<file path="src/rtl/obl_pkg.sv">
// Shared types and constants for the ordered byte list engine.
package obl_pkg;

    localparam int CAPACITY = 16;
    localparam int IDX_W    = (CAPACITY > 1) ? $clog2(CAPACITY) : 1;
    localparam int CNT_W    = $clog2(CAPACITY + 1);
    localparam int CMP_W    = CNT_W + 8;

    typedef enum logic [2:0] {
        ACT_APPEND = 3'd0,
        ACT_INSERT = 3'd1,
        ACT_DELETE = 3'd2,
        ACT_GET    = 3'd3,
        ACT_LOCATE = 3'd4
    } action_t;

    typedef struct packed {
        logic             en;
        action_t          act;
        logic [IDX_W-1:0] idx;
        logic [7:0]       value;
    } cell_cmd_t;

endpackage

</file>
<file path="src/rtl/obl_cell.sv">
// One storage cell of the list chain: holds a byte, shifts with its neighbors.
module obl_cell (
    input  logic                     clk,
    input  obl_pkg::cell_cmd_t       cmd,
    input  logic [obl_pkg::IDX_W-1:0] cell_idx,
    input  logic [7:0]               left,
    input  logic [7:0]               right,
    output logic [7:0]               slot,
    output logic                     match
);
    import obl_pkg::*;

    logic [7:0] slot_reg;
    logic [7:0] slot_next;

    always_comb
    begin
        slot_next = slot_reg;
        if (cmd.en)
        begin
            case (cmd.act)
                ACT_APPEND:
                begin
                    if (cell_idx == cmd.idx)
                        slot_next = cmd.value;
                end
                ACT_INSERT:
                begin
                    if (cell_idx == cmd.idx)
                        slot_next = cmd.value;
                    else if (cell_idx > cmd.idx)
                        slot_next = left;
                end
                ACT_DELETE:
                begin
                    if (cell_idx >= cmd.idx)
                        slot_next = right;
                end
                default:
                begin
                end
            endcase
        end
    end

    always_ff @(posedge clk)
    begin
        slot_reg <= slot_next;
    end

    assign slot  = slot_reg;
    assign match = (slot_reg == cmd.value);

endmodule

</file>
<file path="src/rtl/ordered_byte_list_engine_top.sv">
// Top level of the ordered byte list engine: command decode, cell chain, result register.
//
//  channel  | dir | payload
//  s_*      | in  | tuser: action; tdata: position, value
//  m_*      | out | tdata: ok, data_out, found_at, count, is_empty
//
// Each request is decoded and applied to the whole cell chain in the cycle it is accepted;
// its result is registered and shown the next cycle.
// Throughput is one transaction per cycle; the result register is the only stage.
// A stalled result blocks new requests until m_tready takes it.
// Reset empties the list (fill count to zero); no clearing pass is needed.
module ordered_byte_list_engine_top (
    input  logic        clk,
    input  logic        rst_n,
    input  logic        s_tvalid,
    output logic        s_tready,
    input  logic [2:0]  s_tuser,   // [2:0] action
    input  logic [15:0] s_tdata,   // [7:0] position, [15:8] value
    output logic        m_tvalid,
    input  logic        m_tready,
    output logic [23:0] m_tdata    // [0] ok, [8:1] data_out, [13:9] found_at,
                                   // [18:14] count, [19] is_empty, [23:20] zero
);
    import obl_pkg::*;

    logic [CNT_W-1:0] fill_reg;
    logic [CNT_W-1:0] fill_next;
    logic             out_valid_reg;
    logic [19:0]      out_data_reg;

    logic             accept;
    action_t          act;
    logic [7:0]       pos;
    logic [7:0]       val;
    logic [CMP_W-1:0] pos_ext;
    logic [CMP_W-1:0] fill_ext;
    logic             full;
    logic             rd_ok;
    logic             ins_ok;
    logic [IDX_W-1:0] pos_idx;
    logic [IDX_W-1:0] rd_idx;

    logic             ok;
    logic [7:0]       data;
    logic [CNT_W-1:0] found;
    cell_cmd_t        cmd;

    logic [7:0]       slot   [CAPACITY];
    logic             match  [CAPACITY];

    assign s_tready = !out_valid_reg || m_tready;
    assign accept   = s_tvalid && s_tready;
    assign act      = action_t'(s_tuser);
    assign pos      = s_tdata[7:0];
    assign val      = s_tdata[15:8];
    assign pos_ext  = CMP_W'(pos);
    assign fill_ext = CMP_W'(fill_reg);
    assign full     = (fill_reg == CNT_W'(CAPACITY));
    assign rd_ok    = (pos != 8'd0) && (pos_ext <= fill_ext);
    assign ins_ok   = (pos != 8'd0) && (pos_ext <= fill_ext + CMP_W'(1)) && !full;
    assign pos_idx  = IDX_W'(pos_ext - CMP_W'(1));
    assign rd_idx   = rd_ok ? pos_idx : '0;

    // request decode and result
    always_comb
    begin
        ok        = 1'b0;
        data      = 8'd0;
        found     = '0;
        fill_next = fill_reg;
        cmd.en    = 1'b0;
        cmd.act   = act;
        cmd.idx   = pos_idx;
        cmd.value = val;
        case (act)
            ACT_APPEND:
            begin
                cmd.idx = IDX_W'(fill_reg);
                if (!full)
                begin
                    ok        = 1'b1;
                    cmd.en    = accept;
                    fill_next = fill_reg + CNT_W'(1);
                end
            end
            ACT_INSERT:
            begin
                if (ins_ok)
                begin
                    ok        = 1'b1;
                    cmd.en    = accept;
                    fill_next = fill_reg + CNT_W'(1);
                end
            end
            ACT_DELETE:
            begin
                if (rd_ok)
                begin
                    ok        = 1'b1;
                    data      = slot[rd_idx];
                    cmd.en    = accept;
                    fill_next = fill_reg - CNT_W'(1);
                end
            end
            ACT_GET:
            begin
                if (rd_ok)
                begin
                    ok   = 1'b1;
                    data = slot[rd_idx];
                end
            end
            ACT_LOCATE:
            begin
                // lowest matching cell wins
                for (int i = CAPACITY - 1; i >= 0; i--)
                begin
                    if (match[i] && (CNT_W'(i) < fill_reg))
                    begin
                        found = CNT_W'(i + 1);
                        ok    = 1'b1;
                    end
                end
            end
            default:
            begin
            end
        endcase
    end

    for (genvar g = 0; g < CAPACITY; g++)
    begin : g_cell
        logic [7:0] left_in;
        logic [7:0] right_in;
        if (g == 0)
        begin : g_first
            assign left_in = 8'd0;
        end
        else
        begin : g_mid
            assign left_in = slot[g-1];
        end
        if (g == CAPACITY - 1)
        begin : g_last
            assign right_in = slot[g];
        end
        else
        begin : g_inner
            assign right_in = slot[g+1];
        end
        obl_cell u_cell (
            .clk      (clk),
            .cmd      (cmd),
            .cell_idx (IDX_W'(g)),
            .left     (left_in),
            .right    (right_in),
            .slot     (slot[g]),
            .match    (match[g])
        );
    end

    always_ff @(posedge clk or negedge rst_n)
    begin
        if (!rst_n)
        begin
            fill_reg      <= '0;
            out_valid_reg <= 1'b0;
        end
        else
        begin
            if (accept)
            begin
                fill_reg      <= fill_next;
                out_valid_reg <= 1'b1;
            end
            else if (m_tready)
            begin
                out_valid_reg <= 1'b0;
            end
        end
    end

    always_ff @(posedge clk)
    begin
        if (accept)
        begin
            out_data_reg <= {(fill_next == '0), 5'(fill_next), 5'(found), data, ok};
        end
    end

    assign m_tvalid = out_valid_reg;
    assign m_tdata  = {4'd0, out_data_reg};

endmodule

</file>
<file path="config.mk">
export PLATFORM = sky130hd
export DESIGN_NAME = ordered_byte_list_engine_top
export DESIGN_NICKNAME = d
export VERILOG_FILES = /design/src/rtl/obl_pkg.sv /design/src/rtl/obl_cell.sv /design/src/rtl/ordered_byte_list_engine_top.sv
export SDC_FILE = /design/constraint.sdc
export NUM_CORES = 1
export LEC_CHECK = 0
export BUFFER_PORTS_ARGS = -buffer_cell sky130_fd_sc_hd__buf_2
export CAP_MARGIN = 20
export CORE_MARGIN = 4
export CORE_UTILIZATION = 37
export CTS_CLUSTER_DIAMETER = 40
export DETAILED_ROUTE_END_ITERATION = 8
export PLACE_DENSITY = 0.48
export SLEW_MARGIN = 20
export SYNTH_ARGS = -nofsm -noshare
export SYNTH_HDL_FRONTEND = slang
export SYNTH_SLANG_ARGS = --single-unit
export TNS_END_PERCENT = 10
</file>
<file path="constraint.sdc">
create_clock -name clk -period 4 [get_ports clk]
set_clock_uncertainty 0.05 [all_clocks]
set_input_delay 0.4 -clock clk [delete_from_list [all_inputs] [get_ports clk]]
set_output_delay 0.4 -clock clk [all_outputs]
set_load 0.02 [all_outputs]
</file>
==> results.json, run 1 <==
{
  "grt_pass1_wl_um": 65900,
  "ant_nets": 0,
  "placed_cells": 1532,
  "drtIter0Drc": 2331,
  "setup_viol": 0,
  "p_sw_frac": 0.344,
  "nets": 1200,
  "initial_utilization": 0.378,
  "io_buffers": 44,
  "final_cells": 1565,
  "viasPerCell": 6.43,
  "htree_levels": 4,
  "post_drt_wl_per_cell_um": 28.8,
  "die_area_um2": 33300,
  "slew_headroom": 0.358,
  "clock_sinks": 154,
  "p_int_mw": 3.30,
  "r2r_end": "g_cell[4].u_cell.slot[1]",
  "clockRootBuffer": "clkbuf_16",
  "violations": "DRC",
  "rows": 63,
  "synth_area_per_cell_um2": 10.1,
  "fin_crit_sh": 0.946,
  "dp_hpwl_um": 33300,
  "ys_seq_area_frac": 0.407,
  "cts_made_buffers": 17,
  "antenna_found_initial": 0,
  "crit_type": "reg2reg",
  "rsz0062_at_grt": "no",
  "finalPower_mw": 5.02,
  "p_leak_nw": 5.02,
  "end_kind": "flop",
  "p_clk_frac": 0.325,
  "cp-startpoint": "fill_reg[1]",
  "gp_congestion": 1.01,
  "largest_register_ffs": 128,
  "synthDistinctLibCells": 84,
  "clk_latency_ps": 450,
  "overflow": 0,
  "ys_seq_elements": 154,
  "rr_worst_depth": 10,
  "die_w_um": 183,
  "cts.path.max_buffers": 2,
  "power_frac_comb": 0.285,
  "rr_startpoint": "fill_reg[1]",
  "ys.flop_type": "edfxtp_1",
  "grt_pass1_vias": 9521,
  "nFillCells": 2900,
  "status": "finished with violations",
  "drv_slew": 0,
  "p_per_area_nw_per_um2": 394,
  "drc": 12,
  "antenna_cells": 0,
  "fin_crit_ps": 3790,
  "seqCellArea_um2": 4590,
  "cts_tree": "built",
  "holdWs_ps": 112,
  "clk_pin_slew_ps": 70,
  "arrival_ps": 3820,
  "synth_edf_count": 148,
  "coreArea_um2": 29900,
  "hold_path_class": "in2reg",
  "syn_area_um2": 11300,
  "maxCapViolCount": 0,
  "io_pins": 49,
  "grt_util_all_layers": 0.266,
  "p_switching_mw": 1.73,
  "synth_cells": 1112,
  "vdd_ir_drop_max_mv": 0.330,
  "drive_above_1_share": 0.180,
  "vias": 10100,
  "die_h_um": 183,
  "path_max_fanout": 17,
  "fmax_mhz": 264,
  "drt_first_pass_iters": 9,
  "yosys_warnings": 0,
  "hold_violations": 0,
  "async_flop_share": 0.0390,
  "tns_ps": 0,
  "reg2reg_slack_ps": 210,
  "routed_wl_um": 45000,
  "tightest_slew_ps": 962,
  "p_seq_frac": 0.389,
  "crit_end": "g_cell[4].u_cell.slot[1]",
  "cp-start-kind": "flop",
  "grt_max_degree": 74,
  "cp.required_ps": 4030,
  "post-cts-setup-buffers": 0,
  "syn_to_final_growth_pct": 13.1,
  "multi_input_area_um2": 5840
}
[metal layers]
metal	vias to the layer above	GRT usage	wire length, µm
met3	83	0.0518	5070
li1	4388	-	-
met5	-	0	0
met2	737	0.387	19200
met1	4851	0.393	19200
met4	0	0.0937	1610
[logic make-up after synthesis]
group,count (synthesis),synth area share
XOR/XNOR,134,0.105
adder cells (fa/ha/maj),15,0.0166
other,1,0.000332
flip-flops,154,0.407
buffers and inverters,211,0.0772
multiplexers,50,0.0571
AO/OA/AOI/OAI,291,0.216
AND/OR/NAND/NOR,256,0.120
[Yosys cell counts (27+ instances only)]
cell	n	area (µm²)
a21oi_1	37	185
a222oi_1	112	1120
clkbuf_1	50	188
edfxtp_1	148	4440
inv_1	124	465
mux2i_1	27	270
nand2_1	71	267
nand4_1	29	181
nor2_1	48	180
o21ai_0	28	140
xnor2_1	94	823
xor2_1	38	333
[worst min path at each step]
stage / endpoint / slack, ps / cells after the start / startpoint
floorplan: fill_reg[0] / 50 / 0 / rst_n
global placement: m_tvalid / 190 / 1 / rst_n
detailed placement: m_tvalid / 190 / 1 / rst_n
CTS: m_tvalid / 100 / 2 / s_tvalid
global route: m_tvalid / 110 / 2 / s_tvalid
finish: m_tvalid / 110 / 2 / s_tvalid
[cells in the final DEF (no fill, tap or decap), types with 6 or more instances in the layout]
cell	instances
buf_2	44
a222oi_1	112
a22o_1	8
and2_1	7
o21ai_2	9
nor2_1	48
buf_4	67
nand2_1	71
a211oi_1	10
inv_1	124
o31ai_1	6
o21ai_0	28
clkbuf_16	17
ha_1	15
nand2b_1	6
a21o_1	7
xnor2_1	94
nor4_1	15
o21ai_1	7
mux4_2	10
mux2_2	12
a21oi_2	8
nor3_1	16
dfrtp_1	6
a21oi_1	33
a221oi_1	7
mux2i_1	27
edfxtp_1	148
a32oi_1	7
nand3_1	21
xor2_1	38
nand4_1	29
[power groups by stage]
stage,logic [mW],registers [mW],clock network [mW]
2_1_floorplan,0.907,1.97,0
3_3_place_gp,1.40,1.99,0
5_1_grt,1.54,1.96,1.73
3_5_place_dp,1.39,1.99,0
4_1_cts,1.40,1.95,1.65
6_report,1.43,1.96,1.63
[stage by stage]
stage	setup slack [ps]	area, µm²	utilization
final	214	12800	0.427
after global routing	4.51	12800	0.427
after CTS	166	12700	0.427
after detailed placement	185	12200	0.407
after global placement	315	12200	0.407
after floorplan	285	11300	-
[cell type report]
type / count / share of cell area
inverters: 124 / 0.0365
well taps: 390 / 0.0382
multi-input cells: 750 / 0.458
repair buffers: 115 / 0.0622
clock buffers: 17 / 0.0333
flip-flops and latches: 154 / 0.360
clock inverters: 15 / 0.0116
[critical path, cell delays in order, from the launching register on]
cell	delay (ps)
dfrtp_1	510
ha_1	320
nand2_1	140
xnor2_1	150
ha_1	180
a21o_1	180
o31ai_1	610
a31oi_1	300
a21o_1	250
buf_12	170
nor2_1	550
[repair_timing]
item	4_1_cts	5_1_grt
endpoints found under the hold margin	6	0
endpoints found under the setup margin	0	32
gates resized for setup	0	4
hold buffers	1	0
No activity file was read; power rests on OpenSTA's default activity.
==> inputs of run 2 (changes only) <==
- PLACE_DENSITY: 0.48 -> unset
- PLACE_DENSITY_LB_ADDON: unset -> 0.08
==> run 2 against run 1 <==
The flow still finishes with violations (DRC). Maximum frequency rose by 6.0%. First-iteration DRC count rose by 2.7%. Die area did not move. Clock power rose by 7%. Non-clock buffer count rose by 2. Via count rose by 0.99%. Combinational power barely moved. Utilization rose by 0.16 points. Sequential power barely moved. Wire length rose by 3.7%. Global-route usage rose by 0.97 points. Largest power group unchanged. Highest routed layer unchanged.
==> results.json, run 2 (synthesized netlist as in run 1, its figures left out) <==
{
  "final_common_cell": "edfxtp_1",
  "fin_crit_sh": 0.893,
  "nets": 1202,
  "arrival_ps": 3680,
  "drc": 2,
  "die_area_um2": 33300,
  "io_buffers": 44,
  "cts.path.max_buffers": 2,
  "die_h_um": 183,
  "post_drt_wl_per_cell_um": 29.8,
  "htree_levels": 4,
  "nFillCells": 2899,
  "die_w_um": 183,
  "coreArea_um2": 29900,
  "grt_pass1_wl_um": 67900,
  "io_pins": 49,
  "vdd_ir_drop_max_mv": 0.301,
  "vias": 10200,
  "routed_wl_um": 46700,
  "cp-start-kind": "flop",
  "largest_register_ffs": 128,
  "antenna_cells": 0,
  "initial_utilization": 0.378,
  "clockRootBuffer": "clkbuf_16",
  "drtIter0Drc": 2393,
  "gp_congestion": 1.00,
  "end_kind": "flop",
  "clock_sinks": 154,
  "final_cell_mix": "148 x edfxtp_1, 124 x inv_1, 112 x a222oi_1",
  "dp_hpwl_um": 33900,
  "cts_made_buffers": 17,
  "rsz0062_at_grt": "no",
  "setup_viol": 0,
  "status": "finished with violations",
  "hold_path_class": "in2reg",
  "clk_latency_ps": 450,
  "grt_util_all_layers": 0.276,
  "hold_violations": 0,
  "rows": 63,
  "grt_pass1_vias": 9514,
  "ant_nets": 0,
  "p_leak_nw": 5.06,
  "crit_type": "reg2reg",
  "tightest_slew_ps": 1000,
  "maxCapViolCount": 0,
  "violations": "DRC",
  "fin_crit_ps": 3570,
  "antenna_found_initial": 0,
  "cp.required_ps": 4110,
  "clk_pin_slew_ps": 80,
  "drive_above_1_share": 0.183,
  "viasPerCell": 6.48,
  "slew_headroom": 0.332,
  "overflow": 0,
  "drv_slew": 0,
  "grt_max_degree": 74,
  "syn_to_final_growth_pct": 13.5,
  "drt_first_pass_iters": 9,
  "finalPower_mw": 5.16,
  "path_max_fanout": 13,
  "tns_ps": 0,
  "fmax_mhz": 280,
  "cts_tree": "built",
  "p_per_area_nw_per_um2": 403
}
==> run 2: repair_timing <==
item / in CTS / in global routing
endpoints found under the setup margin: 0 / 80
endpoints found under the hold margin: 6 / 0
buffers inserted: 0 / 0
hold buffers: 1 / 0
resized for setup: 0 / 2
==> run 2: layout make-up <==
cell class / count / area [µm²] / share of cell area
flip-flops and latches: 154 / 4590 / 0.359
inverters: 124 / 465 / 0.0363
clock buffers: 17 / 425 / 0.0332
well taps: 390 / 488 / 0.0381
clock inverters: 15 / 203 / 0.0158
multi-input cells: 750 / 5840 / 0.456
repair buffers: 117 / 796 / 0.0621
==> run 2: final timing paths <==
check	end	start	depth (start not counted)	slack, ps
max in group asynchronous	fill_reg[0]	rst_n	2	3460
max reg2reg	g_cell[5].u_cell.slot[4]	fill_reg[2]	11	430
min in group asynchronous	fill_reg[4]	rst_n	2	270
max	g_cell[5].u_cell.slot[4]	fill_reg[2]	11	430
min	m_tvalid	s_tvalid	2	110
min reg2reg	m_tvalid	m_tvalid	2	490
==> run 2: report_power, final <==
part | internal, mW | switching [mW] | total [mW]
combinational | 0.509 | 0.936 | 1.44
clock | 0.961 | 0.794 | 1.75
sequential | 1.86 | 0.0940 | 1.96
==> run 2: layer usage <==
layer,GRT usage,share of wire,vias up
li1,-,-,4401
met1,0.409,0.43,4954
met2,0.405,0.43,715
met3,0.0504,0.11,89
met4,0.0916,0.031,0
met5,0,0,-
==> run 2: worst max-delay path, stage by stage (launching register included) <==
cell,delay (ps)
dfrtp_1,540
and2_1,300
nand2_1,140
xnor2_1,150
ha_1,270
nand2_1,70
mux2_2,340
o31ai_2,120
a31oi_1,270
a21o_2,430
a211oi_1,360
buf_4,230
==> run 2: metrics by stage <==
stage          instances  hold slack, ps  setup slack, ps   util  instance area, µm²
2_1_floorplan       1115            54.4              285      -               11300
3_3_place_gp        1534             195              222  0.407               12200
3_5_place_dp        1534             192              189  0.407               12200
4_1_cts             1567             101              156  0.428               12800
5_1_grt             1567             134              198  0.429               12800
6_report            1567             112              428  0.429               12800
